==> src/hw/rtl/jfs_pkg.sv <==
// Shared types, codes and helpers for the JPEG frame size scanner.
package jfs_pkg;

  localparam int DataW   = 8;
  localparam int DimW    = 16;
  localparam int StatusW = 3;
  localparam int SkipW   = 16;
  localparam int IdxW    = 3;
  localparam int OutTdataW = 40;

  localparam logic [DataW-1:0] MRK_FILL = 8'hFF;
  localparam logic [DataW-1:0] MRK_SOI  = 8'hD8;
  localparam logic [DataW-1:0] MRK_EOI  = 8'hD9;
  localparam logic [DataW-1:0] MRK_SOS  = 8'hDA;

  localparam logic [StatusW-1:0] STAT_FOUND     = 3'd0;
  localparam logic [StatusW-1:0] STAT_NO_START  = 3'd1;
  localparam logic [StatusW-1:0] STAT_SCAN_END  = 3'd2;
  localparam logic [StatusW-1:0] STAT_TRUNCATED = 3'd3;
  localparam logic [StatusW-1:0] STAT_SHORT_SEG = 3'd4;
  localparam logic [StatusW-1:0] STAT_ZERO_SIZE = 3'd5;

  localparam logic [IdxW-1:0] FIDX_HGT_HI = 3'd1;
  localparam logic [IdxW-1:0] FIDX_HGT_LO = 3'd2;
  localparam logic [IdxW-1:0] FIDX_WID_HI = 3'd3;
  localparam logic [IdxW-1:0] FIDX_WID_LO = 3'd4;

  typedef enum logic [8:0] {
    PH_START0 = 9'b000000001,
    PH_START1 = 9'b000000010,
    PH_MARK0  = 9'b000000100,
    PH_MARK1  = 9'b000001000,
    PH_LEN_HI = 9'b000010000,
    PH_LEN_LO = 9'b000100000,
    PH_FRAME  = 9'b001000000,
    PH_SKIP   = 9'b010000000,
    PH_DONE   = 9'b100000000
  } phase_t;

  typedef struct packed {
    logic [DimW-1:0]    image_height;
    logic [DimW-1:0]    image_width;
    logic [StatusW-1:0] status;
  } result_t;

  typedef struct packed {
    logic    have;
    result_t res;
  } result_req_t;

  function automatic logic is_frame_type(input logic [DataW-1:0] t);
    logic r;
    begin
      case (t) inside
        [8'hC0:8'hC3], [8'hC5:8'hC7], [8'hC9:8'hCB], [8'hCD:8'hCF]: r = 1'b1;
        default: r = 1'b0;
      endcase
      return r;
    end
  endfunction

endpackage

==> src/hw/rtl/jfs_parser.sv <==
// Marker segment walker: parse state and per-byte result decision.
module jfs_parser (
  input  logic                         clk,
  input  logic                         rst_n,
  input  logic                         step,
  input  logic [jfs_pkg::DataW-1:0]    data_byte,
  input  logic                         last_byte,
  output jfs_pkg::result_req_t         req
);

  jfs_pkg::phase_t               phase_r, phase_nxt;
  logic [jfs_pkg::DataW-1:0]     held_r, held_nxt;
  logic [jfs_pkg::DataW-1:0]     seg_type_r, seg_type_nxt;
  logic [jfs_pkg::DataW-1:0]     len_hi_r, len_hi_nxt;
  logic [jfs_pkg::SkipW-1:0]     skip_r, skip_nxt;
  logic [jfs_pkg::IdxW-1:0]      fidx_r, fidx_nxt;
  logic [jfs_pkg::DimW-1:0]      hgt_r, hgt_nxt;
  logic [jfs_pkg::DataW-1:0]     wid_hi_r, wid_hi_nxt;
  logic [jfs_pkg::SkipW-1:0]     seg_len;
  logic [jfs_pkg::DimW-1:0]      frame_w;
  logic                          have;
  logic [jfs_pkg::StatusW-1:0]   st;
  logic [jfs_pkg::DimW-1:0]      w_out, h_out;

  assign seg_len = {len_hi_r, data_byte};
  assign frame_w = {wid_hi_r, data_byte};

  always_comb begin
    phase_nxt    = phase_r;
    held_nxt     = held_r;
    seg_type_nxt = seg_type_r;
    len_hi_nxt   = len_hi_r;
    skip_nxt     = skip_r;
    fidx_nxt     = fidx_r;
    hgt_nxt      = hgt_r;
    wid_hi_nxt   = wid_hi_r;
    have         = 1'b0;
    st           = jfs_pkg::STAT_FOUND;
    w_out        = '0;
    h_out        = '0;

    unique case (phase_r)
      jfs_pkg::PH_START0: begin
        if (data_byte == jfs_pkg::MRK_FILL) begin
          phase_nxt = jfs_pkg::PH_START1;
        end else begin
          have = 1'b1; st = jfs_pkg::STAT_NO_START; phase_nxt = jfs_pkg::PH_DONE;
        end
      end
      jfs_pkg::PH_START1: begin
        if (data_byte == jfs_pkg::MRK_SOI) begin
          phase_nxt = jfs_pkg::PH_MARK0;
        end else begin
          have = 1'b1; st = jfs_pkg::STAT_NO_START; phase_nxt = jfs_pkg::PH_DONE;
        end
      end
      jfs_pkg::PH_MARK0: begin
        held_nxt  = data_byte;
        phase_nxt = jfs_pkg::PH_MARK1;
      end
      jfs_pkg::PH_MARK1: begin
        if (held_r != jfs_pkg::MRK_FILL) begin
          held_nxt = data_byte;
        end else begin
          seg_type_nxt = data_byte;
          if (data_byte == jfs_pkg::MRK_EOI || data_byte == jfs_pkg::MRK_SOS) begin
            have = 1'b1; st = jfs_pkg::STAT_SCAN_END; phase_nxt = jfs_pkg::PH_DONE;
          end else begin
            phase_nxt = jfs_pkg::PH_LEN_HI;
          end
        end
      end
      jfs_pkg::PH_LEN_HI: begin
        len_hi_nxt = data_byte;
        phase_nxt  = jfs_pkg::PH_LEN_LO;
      end
      jfs_pkg::PH_LEN_LO: begin
        if (seg_len < jfs_pkg::SkipW'(2)) begin
          have = 1'b1; st = jfs_pkg::STAT_SHORT_SEG; phase_nxt = jfs_pkg::PH_DONE;
        end else if (jfs_pkg::is_frame_type(seg_type_r)) begin
          fidx_nxt  = '0;
          phase_nxt = jfs_pkg::PH_FRAME;
        end else begin
          skip_nxt  = seg_len - jfs_pkg::SkipW'(2);
          phase_nxt = (seg_len == jfs_pkg::SkipW'(2)) ? jfs_pkg::PH_MARK0
                                                      : jfs_pkg::PH_SKIP;
        end
      end
      jfs_pkg::PH_FRAME: begin
        fidx_nxt = fidx_r + jfs_pkg::IdxW'(1);
        case (fidx_r)
          jfs_pkg::FIDX_HGT_HI: hgt_nxt    = {data_byte, 8'h00};
          jfs_pkg::FIDX_HGT_LO: hgt_nxt    = {hgt_r[15:8], data_byte};
          jfs_pkg::FIDX_WID_HI: wid_hi_nxt = data_byte;
          jfs_pkg::FIDX_WID_LO: begin
            have      = 1'b1;
            phase_nxt = jfs_pkg::PH_DONE;
            if (frame_w != '0 && hgt_r != '0) begin
              st = jfs_pkg::STAT_FOUND; w_out = frame_w; h_out = hgt_r;
            end else begin
              st = jfs_pkg::STAT_ZERO_SIZE;
            end
          end
          default: ;
        endcase
      end
      jfs_pkg::PH_SKIP: begin
        skip_nxt = skip_r - jfs_pkg::SkipW'(1);
        if (skip_r == jfs_pkg::SkipW'(1)) begin
          phase_nxt = jfs_pkg::PH_MARK0;
        end
      end
      default: begin
        phase_nxt = jfs_pkg::PH_DONE;
      end
    endcase

    if (last_byte) begin
      if (!have && phase_r != jfs_pkg::PH_DONE) begin
        have  = 1'b1;
        st    = (phase_nxt == jfs_pkg::PH_START0 || phase_nxt == jfs_pkg::PH_START1) ?
                jfs_pkg::STAT_NO_START : jfs_pkg::STAT_TRUNCATED;
        w_out = '0;
        h_out = '0;
      end
      phase_nxt    = jfs_pkg::PH_START0;
      held_nxt     = '0;
      seg_type_nxt = '0;
      len_hi_nxt   = '0;
      skip_nxt     = '0;
      fidx_nxt     = '0;
      hgt_nxt      = '0;
      wid_hi_nxt   = '0;
    end
  end

  assign req.have             = have;
  assign req.res.status       = st;
  assign req.res.image_width  = w_out;
  assign req.res.image_height = h_out;

  always_ff @(posedge clk) begin
    if (!rst_n) begin
      phase_r    <= jfs_pkg::PH_START0;
      held_r     <= '0;
      seg_type_r <= '0;
      len_hi_r   <= '0;
      skip_r     <= '0;
      fidx_r     <= '0;
      hgt_r      <= '0;
      wid_hi_r   <= '0;
    end else if (step) begin
      phase_r    <= phase_nxt;
      held_r     <= held_nxt;
      seg_type_r <= seg_type_nxt;
      len_hi_r   <= len_hi_nxt;
      skip_r     <= skip_nxt;
      fidx_r     <= fidx_nxt;
      hgt_r      <= hgt_nxt;
      wid_hi_r   <= wid_hi_nxt;
    end
  end

endmodule

==> src/hw/rtl/jfs_out_buf.sv <==
// Result output register with a skid stage.
module jfs_out_buf (
  input  logic                 clk,
  input  logic                 rst_n,
  input  logic                 push,
  input  jfs_pkg::result_t     push_res,
  output logic                 push_ready,
  output logic                 out_valid,
  input  logic                 out_ready,
  output jfs_pkg::result_t     out_res
);

  logic             main_vld_r;
  logic             skid_vld_r;
  jfs_pkg::result_t main_r;
  jfs_pkg::result_t skid_r;

  assign push_ready = !skid_vld_r;
  assign out_valid  = main_vld_r;
  assign out_res    = main_r;

  always_ff @(posedge clk) begin
    if (!rst_n) begin
      main_vld_r <= 1'b0;
      skid_vld_r <= 1'b0;
    end else if (main_vld_r && out_ready) begin
      if (skid_vld_r) begin
        skid_vld_r <= 1'b0;
      end else begin
        main_vld_r <= push;
      end
    end else if (!main_vld_r) begin
      main_vld_r <= push;
    end else if (push) begin
      skid_vld_r <= 1'b1;
    end
  end

  always_ff @(posedge clk) begin
    if (main_vld_r && out_ready) begin
      main_r <= skid_vld_r ? skid_r : push_res;
    end else if (!main_vld_r) begin
      main_r <= push_res;
    end
    if (main_vld_r && !out_ready && push) begin
      skid_r <= push_res;
    end
  end

endmodule

==> src/hw/rtl/jpeg_frame_size_scanner.sv <==
// Top level of the JPEG frame size scanner.
//
// Input stream: one file byte per request on in_tdata, in_tlast on the
// final byte of the file. The block checks the FF D8 start marker, walks
// the marker segments and reports the frame size at the first
// start-of-frame segment, or a status code when the search ends early.
// Each file yields exactly one result request on the output stream.
// Output tdata: status (0 found, 1 no start marker, 2 scan/end marker,
// 3 truncated, 4 short segment, 5 zero size), width, height.
// Throughput: one byte per cycle while in_tready is high; every byte is handled
// by the parse state update. A result is registered into the output register,
// or into the skid entry while the output register is stalled.
// Bytes after a result are dropped until in_tlast, which restarts the parser.
// Reset: parser waits for the first start byte, output stream empty.
// Stall: the output register plus one skid entry hold results; in_tready
// drops only while the skid entry is occupied.
module jpeg_frame_size_scanner (
  input  logic                           clk,
  input  logic                           rst_n,
  input  logic                           in_tvalid,
  output logic                           in_tready,
  input  logic [7:0]                     in_tdata,   // [7:0] data_byte
  input  logic                           in_tlast,   // last_byte
  output logic                           out_tvalid,
  input  logic                           out_tready,
  // [2:0] status, [18:3] image_width, [34:19] image_height, [39:35] zero
  output logic [jfs_pkg::OutTdataW-1:0]  out_tdata
);

  logic                 in_acc;
  jfs_pkg::result_req_t req;
  jfs_pkg::result_t     out_res;

  assign in_acc = in_tvalid && in_tready;

  jfs_parser u_parser (
    .clk       (clk),
    .rst_n     (rst_n),
    .step      (in_acc),
    .data_byte (in_tdata),
    .last_byte (in_tlast),
    .req       (req)
  );

  jfs_out_buf u_out_buf (
    .clk        (clk),
    .rst_n      (rst_n),
    .push       (in_acc && req.have),
    .push_res   (req.res),
    .push_ready (in_tready),
    .out_valid  (out_tvalid),
    .out_ready  (out_tready),
    .out_res    (out_res)
  );

  assign out_tdata = {5'b0, out_res};

endmodule

==> config.mk <==
export PLATFORM = sky130hd
export DESIGN_NAME = jpeg_frame_size_scanner
export DESIGN_NICKNAME = d
export VERILOG_FILES = /design/src/hw/rtl/jfs_pkg.sv /design/src/hw/rtl/jfs_parser.sv /design/src/hw/rtl/jfs_out_buf.sv /design/src/hw/rtl/jpeg_frame_size_scanner.sv
export SDC_FILE = /design/constraint.sdc
export NUM_CORES = 1
export LEC_CHECK = 0
export ABC_AREA = 1
export BUFFER_PORTS_ARGS = -buffer_cell sky130_fd_sc_hd__buf_2
export CORE_UTILIZATION = 65
export DETAILED_ROUTE_END_ITERATION = 7
export GPL_ROUTABILITY_DRIVEN = 0
export PLACE_DENSITY_LB_ADDON = 0.2
export SLEW_MARGIN = 0
export SYNTH_ARGS = -nofsm -noshare
export SYNTH_HDL_FRONTEND = slang
export SYNTH_SLANG_ARGS = --single-unit
==> constraint.sdc <==
create_clock -name clk -period 8.6 [get_ports clk]
set_input_delay 0.43 -clock clk [delete_from_list [all_inputs] [get_ports clk]]
set_output_delay 0.43 -clock clk [all_outputs]
set_load 0.05 [all_outputs]
==> After elaboration in Yosys (flattened, before gate mapping) <==
Cells that the tools add are included.
W data, S select, Z words.
{ "classes": {"n_bitwise": 1, "addsub": 3, "mux": 72, "n_eq_ne": 30, "n_lt_le_gt_ge": 9, "reduce_logical": 38} }
{ "ops": {"columns": ["operator", "count"], "rows": [
  ["$mux W16", 15],
  ["$mux W35", 3],
  ["$mux W8", 11],
  ["$mux W9", 9],
  ["$pmux W9 S8", 1],
  ["$pmux W16 S2", 2],
  ["$eq A8 B8 Y1 const B", 4],
  ["$ge A8 B8 Y1 const B", 4],
  ["$le A8 B8 Y1 const B", 4],
  ["$reduce_bool A16 Y1", 2],
  ["$mux W3", 9],
  ["$eq A9 B1 Y1 const B", 2],
  ["$eq A9 B2 Y1 const B", 2],
  ["$eq A16 B1 Y1 const B", 1],
  ["$eq A16 B2 Y1 const B", 1],
  ["$lt A16 B2 Y1 const B", 1],
  ["$mux W1", 16],
  ["$pmux W8 S2", 1],
  ["$sub A16 B1 Y16 const B", 1],
  ["$sub A16 B2 Y16 const B", 1],
  ["$pmux W3 S5", 1],
  ["$reduce_and A3 Y1", 4],
  ["$reduce_and A4 Y1", 3],
  ["$reduce_bool A3 Y1", 4],
  ["other kinds (26)", 51]
]} }
{ "word_totals": {"out_inout_bits": 42, "in_bits": 13, "register_bits": 148, "elab_cells": 170} }

==> Logic depth before layout (Yosys ltp) <==
Gate-level depths: netlist of run 1.
{ "logic_depth": {"word_depth": 16, "mapped_depth": 12, "ltp_nobuf": 12} }

==> Hierarchy <==
Synthesis of run 1 repeated with hierarchy kept, for this count alone.
{ "hier_totals": {"cells_unflattened": 996, "hier_area_um2": 7613.6} }
{ "by_module_without_submodules": {"columns": ["mod", "instances", "seq_area_each_um2", "area_each_um2", "cells_each"], "rows": [
  ["jfs_parser", 1, 1521.5, 4827.1, 785],
  ["jfs_out_buf", 1, 2142.1, 2727.6, 201],
  ["jpeg_frame_size_scanner", 1, 0.0, 58.8, 10]
]} }

==> Worst setup path before layout of run 1 <==
OpenSTA, ideal clock, no wires.
{ "synth_path": {"kind": "reg2reg", "startpoint": "reg u_out_buf.main_vld_r, in the netlist u_out_buf.out_valid", "endpoint": "reg u_out_buf.skid_r[0] (netlist name), enable pin", "setup_time_ns": 0.427, "t_required_ns": 8.173, "path_stages_with_launch": 3, "synth_period_minus_slack_ns": 3.632, "arrival_time_ns": 3.205, "slack_ns": 4.968, "n_path_buf": 0, "path_cell_list": "dfxtp_1 -> nand2_1 -> nor2_1"} }
{ "synth_between": {"elab_chain_len": 2} }
{ "synth_rtl": {"columns": ["element", "line_no", "source"], "rows": [
  ["from (decl)", "jfs_out_buf.sv:13", "logic main_vld_r;"],
  ["from (signal assigned)", "jfs_out_buf.sv:30", "main_vld_r <= push;"],
  ["from (signal assigned)", "jfs_out_buf.sv:33", "main_vld_r <= push;"],
  ["$logic_and A1 B1 Y1 (2 in a row)", "jfs_out_buf.sv:45", "if (main_vld_r && !out_ready && push) begin"],
  ["to (signal assigned)", "jfs_out_buf.sv:46", "skid_r <= push_res;"],
  ["to (decl)", "jfs_out_buf.sv:16", "jfs_pkg::result_t skid_r;"]
]} }
No other way between the ends.
A chain may end at the register's enable or synchronous reset.

==> Worst setup path in the final report of run 1 <==
{ "layout_path": {"startpoint": "reg u_parser.phase_r[6]", "endpoint": "reg u_out_buf.skid_r[7] (netlist name), enable pin"} }
{ "layout_between": {"elab_chain_len": 8, "elab_cells_between_ends": 13, "cone_classes": "6 x eq/ne; 3 x mux; 4 x reduce/logical"} }
{ "layout_rtl": {"columns": ["element", "line_no", "source"], "rows": [
  ["from (decl)", "jfs_parser.sv:11", "jfs_pkg::phase_t phase_r, phase_nxt;"],
  ["from (signal assigned)", "jfs_parser.sv:144", "phase_r <= jfs_pkg::PH_START0;"],
  ["from (signal assigned)", "jfs_parser.sv:153", "phase_r <= phase_nxt;"],
  ["$eq A9 B7 Y1 (tied with other cells)", "jfs_parser.sv:42", "unique case (phase_r)"],
  ["$pmux W1 S5", "jfs_parser.sv:42", null],
  ["$logic_not A1 Y1", "jfs_parser.sv:119", "if (!have && phase_r != jfs_pkg::PH_DONE) begin"],
  ["$logic_and A1 B1 Y1", "jfs_parser.sv:119", null],
  ["$mux W1", "jfs_parser.sv:119", null],
  ["$mux W1 (*)", "jfs_parser.sv:118", "if (last_byte) begin"],
  ["$logic_and A1 B1 Y1 (*)", "jpeg_frame_size_scanner.sv:48", ".push (in_acc && req.have),"],
  ["$logic_and A1 B1 Y1 (*)", "jfs_out_buf.sv:45", null]
]} }
Every way passes the cells marked *; elsewhere a longest branch is shown, timed or not.

==> results of run 1 <==
==> cells in the mapped netlist, drive strengths merged <==
cell	number
nand2	217
nor2	162
inv	124
a21oi	107
dfxtp	78
nand3	77
edfxtp	70
o21ai	43
buf	18
clkbuf	16
nand4	12
a211oi	8
ha	8
xor2	8
nor3	6
nor4	5
o21a	2
a21boi	1
a21o	1
a31oi	1
conb	1
nand3b	1
o211ai	1
o22ai	1
xnor2	1
==> where the power goes <==
part / total (mW) / internal, mW / switching, mW
logic: 0.207 / 0.0517 / 0.155
registers: 0.783 / 0.767 / 0.0166
clock network: 0.729 / 0.428 / 0.302
total: 1.72 / 1.25 / 0.473
==> worst max-delay path: stages (launching register included) <==
cell and delay [ns]:
dfxtp_1 0.35, nor2_2 0.25, nand3_1 0.13, nor2_1 0.20
nand2_1 0.10, nor2_1 0.13, nor2_1 0.09, nand3_1 0.09
nand2_1 0.08, nor2_2 0.09, buf_4 0.38
==> registers in the layout, summed over array words and instances (netlist names), 9 cells and up <==
register,flops
u_out_buf.out_res,35
u_out_buf.skid_r,35
u_parser.hgt_r,16
u_parser.skip_r,16
u_parser.phase_r,9
==> kinds of logic after synthesis <==
logic type,Yosys count,share of synthesized area
other,1,0.0005024
adder cells (fa/ha/maj),8,0.01341
AO/OA/AOI/OAI,165,0.1160
buffers and inverters,158,0.08632
AND/OR/NAND/NOR,480,0.2824
XOR/XNOR,9,0.01056
flip-flops,148,0.4908
==> per-stage QoR <==
| step | hold slack, ns | worst slack (ns) | power [mW] |
|---|---|---|---|
| CTS | 0.2745 | 6.338 | 1.718 |
| global route | 0.3225 | 6.101 | 1.778 |
| finish | 0.2796 | 6.306 | 1.719 |
| floorplan | 0.4293 | 4.968 | 0.9557 |
| global placement | 0.4407 | 6.202 | 0.9969 |
| detailed placement | 0.4478 | 6.166 | 1.001 |
==> layer usage <==
metal | part of all wire | track usage | up-vias
met5 | 0 | 0 | -
met4 | 0.035 | 0.1757 | 0
met1 | 0.43 | 0.3898 | 2977
li1 | - | - | 3232
met2 | 0.48 | 0.5153 | 220
met3 | 0.059 | 0.06993 | 47
==> layout make-up <==
class | instances | area, um^2 | share of cell area
clock buffer | 17 | 425.4 | 0.05107
clock inverter | 15 | 155.1 | 0.01863
inverter | 124 | 467.9 | 0.05618
multi-input combinational | 667 | 3174 | 0.3811
sequential | 148 | 3664 | 0.4398
tap | 140 | 175.2 | 0.02103
timing repair buffer | 52 | 267.8 | 0.03215
==> worst max-delay path by stage <==
| stage | slack (ns) | from | depth (start not counted) | end |
|---|---|---|---|---|
| final | 6.31 | u_parser.phase_r[6]$_SDFFE_PN0P_ | 10 | u_out_buf.skid_r[7]$_DFFE_PP_ |
| after global routing | 6.10 | u_parser.len_hi_r[1]$_SDFFE_PN0P_ | 10 | u_out_buf.skid_r[7]$_DFFE_PP_ |
| after CTS | 6.34 | u_parser.phase_r[6]$_SDFFE_PN0P_ | 10 | u_out_buf.skid_r[7]$_DFFE_PP_ |
| after detailed placement | 6.17 | in_tdata[3] | 11 | u_out_buf.skid_r[3]$_DFFE_PP_ |
| after global placement | 6.20 | in_tdata[3] | 11 | u_out_buf.skid_r[8]$_DFFE_PP_ |
| after floorplan | 4.97 | u_out_buf.out_valid$_SDFFE_PN0P_ | 2 | u_out_buf.skid_r[0]$_DFFE_PP_ |
==> out/results.tsv, run 1 <==
metric	value	unit
status	complete, no violations	
# diodes	0	
largest net degree at the start of global routing	63	
hpwl dp	11.82	mm
layout cells sized above 1	0.1251	
DRT iter0 DRCs	672	
Setup-failing EPs final	0	
CTS HTree Levels	4	
Final min period	2.294	ns
largest fanout on the critical path	35	
Post-Place Cells	1131	
largest area contributor in the netlist	edfxtp_1	
max-slew violation count	0	
CP Class	flop to flop	
post-CTS resize count	0	
Final ANT Viol Nets	0	
grt total ovfl	0	
Die Ht	109.2	um
Synth area leaders	edfxtp_1 (28%), dfxtp_1 (21%), nand2_1 (11%)	
fillcell total	837	
Seq/Total Area, Yosys	0.4908	
post-synth cell types	38	
final WL	17.53	mm
Final Hold Violating Endpoints	0	
fin util	0.7551	
worst rel slew slack	0.3948	
Clock Skews	0.005647	ns
worst reg-to-reg path cell count	10	
non-filler cells, final	1163	
maximum vdd drop	0.0002684	V
Syn Inst Count	969	
GRT Resource Usage Total	0.3169	
drt pass-1 iters	5	
#FFs+latches synth	148	
Max Cap Viol	0	
Std-Cell Rows	38	
Syn Area/Cell	7.703	um^2
Port Buffers	49	
Setup crit start kind	flop	
global-route wire length before repair	28.46	mm
CTS buffer count	17	
num ports	55	
vias in the first global route	5996	
hold endpoint	u_out_buf.skid_vld_r$_SDFFE_PP0P_	
CP Data Required Time	8.68	ns
Core Area	11030	um^2
Final Cycle Share	0.2668	
Synth top area share	0.2816	
worst-margin pin slew	0.9065	ns
Worst Hold Class	primary input to flop	
Final Cell Area	8329	um^2
RSZ-0062 raised after global routing	no	
CTS root buf	clkbuf_16	
mean routed wirelength per cell	15.07	um
P&R area growth vs syn	11.58	%
hold depth	4	
TritonCTS clock tree	done	
Final nets	1031	
register-to-register setup slack	6.31	ns
Mapped Area	7465	um^2
Hold Buf Count CTS	0	
Arr. time, crit path	2.38	ns
Reg clk slew, reported paths	0.06	ns
Fmax	435.8	MHz
DRC viols	0	
DR vias	6476	
Leak Pwr	3.709	nW
Critical Path End Type	flop	
commonest non-fill, non-tap cell in the layout	nand2_1	
total clock sinks	148	
initial core utilization	0.6767	
Yosys warnings	0	
Reg-to-Reg End	u_out_buf.skid_r[7]$_DFFE_PP_	
Setup Fix Bufs, Post-CTS	0	
routed via count divided by cell count	5.568	
antenna violations before repair	0	
most frequent cells in the layout	nand2_1 (211), nor2_1 (149), inv_1 (110), a21oi_1 (107), dfxtp_1 (78)	
Longest Clk Path Bufs	2	
overall die area	11920	um^2
Post-DP Area	7749	um^2
R2R Path Start	u_parser.phase_r[6]$_SDFFE_PN0P_	
Hold Path Origin	out_tready	
Cell Pwr Density	206.4	nW/um^2
total negative slack	0	ns
clk_lat worst skew	0.43	ns
Die X	109.2	um
(Power assumes the default switching activity.)
==> run 2, diff against run 1 <==
CORE_UTILIZATION = 60   (was 65)
clock period = 2.3 ns   (was 8.6 ns; I/O delays follow)
==> out/results.tsv, run 2 (synthesis gave the netlist of run 1 again) <==
metric	value	unit	change
status	complete, no violations		unchanged
num ports	55		unchanged
Core Area	12060	um^2	was 11030 um^2
most frequent cells in the layout	nand2_1 (210), nor2_1 (147), inv_1 (110), a21oi_1 (107), dfxtp_1 (78)		was nand2_1 (211), nor2_1 (149), inv_1 (110), a21oi_1 (107), dfxtp_1 (78)
final WL	17.16	mm	was 17.53 mm
Critical Path End Type	flop		unchanged
Final min period	2.095	ns	was 2.294 ns
DRC viols	0		unchanged
Final ANT Viol Nets	0		unchanged
worst-margin pin slew	0.9312	ns	was 0.9065 ns
mean routed wirelength per cell	14.29	um	was 15.07 um
Die Ht	113.5	um	was 109.2 um
total clock sinks	148		unchanged
routed via count divided by cell count	5.331		was 5.568
Clock Skews	0.005178	ns	was 0.005647 ns
P&R area growth vs syn	13.36	%	was 11.58%
Final nets	1041		was 1031
DRT iter0 DRCs	461		was 672
Std-Cell Rows	40		was 38
fin util	0.7016		was 0.7551
CTS root buf	clkbuf_16		unchanged
max-slew violation count	0		unchanged
largest net degree at the start of global routing	54		was 63
overall die area	12890	um^2	was 11920 um^2
TritonCTS clock tree	done		unchanged
drt pass-1 iters	7		was 5
Setup-failing EPs final	0		unchanged
vias in the first global route	5893		was 5996
Worst Hold Class	primary input to flop		unchanged
GRT Resource Usage Total	0.2842		was 0.3169
dpl ws	0.1785	ns	was 6.166 ns
RSZ-0062 raised after global routing	no		unchanged
CP Class	flop to flop		unchanged
commonest non-fill, non-tap cell in the layout	nand2_1		unchanged
Fmax	477.4	MHz	was 435.8 MHz
worst rel slew slack	0.3783		was 0.3948
Cell Pwr Density	756.3	nW/um^2	was 206.4 nW/um^2
grt total ovfl	0		unchanged
# diodes	0		unchanged
clk_lat worst skew	0.42	ns	was 0.43 ns
Leak Pwr	3.747	nW	was 3.709 nW
Final Worst Setup Slack	0.2052	ns	was 6.306 ns
hpwl dp	12.05	mm	was 11.82 mm
Die X	113.5	um	was 109.2 um
initial core utilization	0.6189		was 0.6767
DR vias	6402		was 6476
Reg clk slew, reported paths	0.06	ns	about the same
Longest Clk Path Bufs	2		unchanged
antenna violations before repair	0		unchanged
Port Buffers	49		unchanged
layout cells sized above 1	0.1326		was 0.1251
CTS HTree Levels	4		unchanged
Final Hold Violating Endpoints	0		unchanged
total negative slack	0	ns	unchanged
Max Cap Viol	0		unchanged
Setup crit start kind	flop		unchanged
largest fanout on the critical path	35		unchanged
Arr. time, crit path	2.21	ns	was 2.38 ns
CTS buffer count	17		unchanged
Final Cycle Share	0.9108		was 0.2668
global-route wire length before repair	28.38	mm	was 28.46 mm
CP Data Required Time	2.42	ns	was 8.68 ns
maximum vdd drop	0.0003558	V	was 0.0002684 V
==> run 2: path summary, 6_finish.rpt <==
kind,startpoint,to,slack [ns],cells after the start
min,in_tdata[1],u_out_buf.skid_r[4]$_DFFE_PP_,0.03,3
max reg2reg,u_parser.phase_r[6]$_SDFFE_PN0P_,u_out_buf.skid_r[7]$_DFFE_PP_,0.21,10
min reg2reg,u_parser.seg_type_r[2]$_SDFFE_PN0P_,u_parser.seg_type_r[2]$_SDFFE_PN0P_,0.45,2
max,u_parser.phase_r[6]$_SDFFE_PN0P_,u_out_buf.skid_r[7]$_DFFE_PP_,0.21,10
==> run 2: report_power, final <==
| part | internal, mW | switching, mW |
|---|---|---|
| clock network | 1.60 | 1.08 |
| registers | 2.87 | 0.0604 |
| logic | 0.207 | 0.587 |
| total | 4.67 | 1.73 |
==> run 2: timing repair <==
item	CTS	global route
hold endpoints to repair	1	0
buffers inserted	0	0
setup endpoints to repair	0	35
hold buffers	1	0
resized for setup	0	3
==> run 2: worst max-delay path, stage by stage (launching register included) <==
cell and delay, ns:
dfxtp_1 0.37, nor2_4 0.19, nand3_1 0.11, nor2_1 0.20, nand2_1 0.10, nor2_1 0.13, nor2_1 0.10, nand3_1 0.10
nand2_1 0.11, nor2_4 0.15, buf_12 0.21
==> run 2: through the flow <==
step | total power, mW | hold slack, ns | instance area (um^2) | cells
floorplan | 3.575 | 0.2534 | 7491 | 973
global placement | 3.748 | 0.4035 | 7871 | 1168
detailed placement | 3.762 | 0.4084 | 7871 | 1168
CTS | 6.412 | 0.01190 | 8452 | 1201
global route | 6.639 | 0.05267 | 8462 | 1201
finish | 6.400 | 0.02755 | 8462 | 1201
==> run 2: routing by layer <==
metal | global-route usage | share of wire | wire length (um)
met1 | 0.3619 | 0.44 | 7534
met2 | 0.4720 | 0.48 | 8233
met3 | 0.04942 | 0.050 | 860
met4 | 0.1342 | 0.031 | 536
met5 | 0 | 0 | 0
==> run 2: cell type report <==
type / instances / area, um^2
Clock inverter: 12 / 133.9
Tap cell: 168 / 210.2
Timing Repair Buffer: 62 / 357.8
Inverter: 124 / 467.9
Fill cell: 959 / 3600
Sequential cell: 148 / 3664
Clock buffer: 20 / 436.7
Multi-Input combinational cell: 667 / 3192
==> run 3, diff against run 2 <==
GPL_TIMING_DRIVEN = 0   (was unset)
PLACE_DENSITY = 0.76   (was unset)
PLACE_DENSITY_LB_ADDON = unset   (was 0.2)
SKIP_CTS_REPAIR_TIMING = 1   (was unset)
==> out/results.tsv, run 3 (synthesis gave the netlist of run 1 again) <==
metric	value	unit	change
vias in the first global route	5836		was 5893
Die X	113.5	um	unchanged
hold endpoint	u_parser.wid_hi_r[3]$_SDFFE_PN0P_		was u_out_buf.skid_r[4]$_DFFE_PP_
# diodes	0		unchanged
Critical Path End Type	flop		unchanged
Core Area	12060	um^2	unchanged
status	complete, no violations		unchanged
R2R Path Start	u_parser.phase_r[0]$_SDFFE_PN1P_		was u_parser.phase_r[6]$_SDFFE_PN0P_
crit-path leading delay family	simple AND/OR/NAND/NOR gates		unchanged
worst rel slew slack	0.4148		was 0.3783
hold depth	3		unchanged
RSZ-0062 raised after global routing	no		unchanged
P&R area growth vs syn	15.57	%	was 13.36%
fin util	0.7152		was 0.7016
maximum vdd drop	0.0003883	V	was 0.0003558 V
drt pass-1 iters	5		was 7
Final nets	1065		was 1041
routed via count divided by cell count	5.393		was 5.331
Worst Hold Class	primary input to flop		unchanged
max-slew violation count	0		unchanged
initial core utilization	0.6189		unchanged
Arr. time, crit path	2.28	ns	was 2.21 ns
Hold Path Origin	rst_n		was in_tdata[1]
CP Data Required Time	2.44	ns	was 2.42 ns
fillcell total	975		was 959
Post-DP Area	7941	um^2	was 7871 um^2
Worst path most repeated cell	nor2_4		was nor2_1
CTS HTree Levels	4		unchanged
antenna violations before repair	0		unchanged
Leak Pwr	3.824	nW	was 3.747 nW
Clock Skews	0.009016	ns	was 0.005178 ns
Std-Cell Rows	40		unchanged
Longest Clk Path Bufs	2		unchanged
CP Buf/Inv Count	2		was 1
largest fanout on the critical path	17		was 35
Final Hold Violating Endpoints	0		unchanged
global-route wire length before repair	28.95	mm	was 28.38 mm
CTS root buf	clkbuf_16		unchanged
CTS buffer count	17		unchanged
GRT Resource Usage Total	0.2942		was 0.2842
Max Cap Viol	0		unchanged
mean routed wirelength per cell	15.06	um	was 14.29 um
Setup-failing EPs final	0		unchanged
Final Cycle Share	0.9282		was 0.9108
Fmax	468.4	MHz	was 477.4 MHz
hpwl dp	12.72	mm	was 12.05 mm
layout cells sized above 1	0.1419		was 0.1326
Cell Pwr Density	764.0	nW/um^2	was 756.3 nW/um^2
total clock sinks	148		unchanged
Reg-to-Reg End	u_out_buf.skid_r[0]$_DFFE_PP_		was u_out_buf.skid_r[7]$_DFFE_PP_
final WL	18.45	mm	was 17.16 mm
grt total ovfl	0		unchanged
worst reg-to-reg path cell count	10		unchanged
worst-margin pin slew	0.8748	ns	was 0.9312 ns
CP peak stage delay	0.36	ns	was 0.37 ns
commonest non-fill, non-tap cell in the layout	nand2_1		unchanged
number of cells on the critical path	10		unchanged
TritonCTS clock tree	done		unchanged
DR vias	6606		was 6402
clk_lat worst skew	0.44	ns	was 0.42 ns
most frequent cells in the layout	nand2_1 (209), nor2_1 (145), inv_1 (110), a21oi_1 (107), dfxtp_1 (78)		was nand2_1 (210), nor2_1 (147), inv_1 (110), a21oi_1 (107), dfxtp_1 (78)
Final ANT Viol Nets	0		unchanged
Setup crit start kind	flop		unchanged
register-to-register setup slack	0.17	ns	was 0.21 ns
CP Class	flop to flop		unchanged
num ports	55		unchanged
DRC viols	0		unchanged
Reg clk slew, reported paths	0.06	ns	about the same
CP startpoint	u_parser.phase_r[0]$_SDFFE_PN1P_		was u_parser.phase_r[6]$_SDFFE_PN0P_
overall die area	12890	um^2	unchanged
worst path cell trace	nor2_4, nand2_4, inv_4, nand3_2, nor2_2, nor2_1, nand3_1, nand2_2, nor2_4, buf_12		was nor2_4, nand3_1, nor2_1, nand2_1, nor2_1, nor2_1, nand3_1, nand2_1, nor2_4, buf_12
largest net degree at the start of global routing	37		was 54
Final min period	2.135	ns	was 2.095 ns
Die Ht	113.5	um	unchanged
Final Cell Area	8627	um^2	was 8462 um^2
Port Buffers	48		was 49
Slowest-stage cell, CP	dfxtp_1		unchanged
DRT iter0 DRCs	700		was 461
## run 3: report_power, final
group	internal, mW	switching (mW)
Sequential	2.87	0.0620
Clock	1.71	1.13
Combinational	0.216	0.600
Total	4.79	1.80
## run 3: through the flow
stage | power, mW | cells | hold slack, ns | setup TNS, ns | worst slack [ns]
detailed placement | 3.770 | 1189 | 0.4145 | -15.42 | -0.4443
floorplan | 3.575 | 973 | 0.2534 | 0 | 0.003124
CTS | 6.587 | 1221 | -0.03705 | -17.36 | -0.4994
finish | 6.591 | 1225 | 0.004144 | 0 | 0.1651
global placement | 3.757 | 1189 | 0.4065 | -15.01 | -0.4327
global route | 6.790 | 1225 | 0.03545 | 0 | 0.005003
## run 3: routing by layer
metal	up-vias	routed length, um	GRT usage
met5	-	0	0
met4	0	398	0.1079
met3	37	1188	0.06482
met2	272	8796	0.5008
met1	2992	8069	0.3672
li1	3305	-	-
## run 3: final cells by class
| class | instances | area [um^2] | area share |
|---|---|---|---|
| Sequential cell | 148 | 3664 | 0.4247 |
| Multi-Input combinational cell | 668 | 3211 | 0.3722 |
| Inverter | 124 | 470.5 | 0.05453 |
| Clock buffer | 17 | 425.4 | 0.04931 |
| Timing Repair Buffer | 51 | 290.3 | 0.03365 |
| Tap cell | 168 | 210.2 | 0.02437 |
| Clock inverter | 15 | 178.9 | 0.02074 |
| Buffer | 34 | 177.7 | 0.02059 |
## run 3: worst max path at each step
| stage | endpoint | slack (ns) |
|---|---|---|
| finish | u_out_buf.skid_r[0]$_DFFE_PP_ | 0.17 |
| detailed placement | u_out_buf.skid_r[6]$_DFFE_PP_ | -0.44 |
| CTS | u_out_buf.skid_r[17]$_DFFE_PP_ | -0.50 |
| floorplan | u_out_buf.skid_r[0]$_DFFE_PP_ | 0.003 |
| global placement | u_out_buf.skid_r[6]$_DFFE_PP_ | -0.43 |
| global route | u_out_buf.skid_r[1]$_DFFE_PP_ | 0.005 |
## run 3: tightest hold or removal path: cells and delay by family
family,cells,cell delay [ns]
buffers and inverters,1,0.14
AO/OA/AOI/OAI,2,0.13
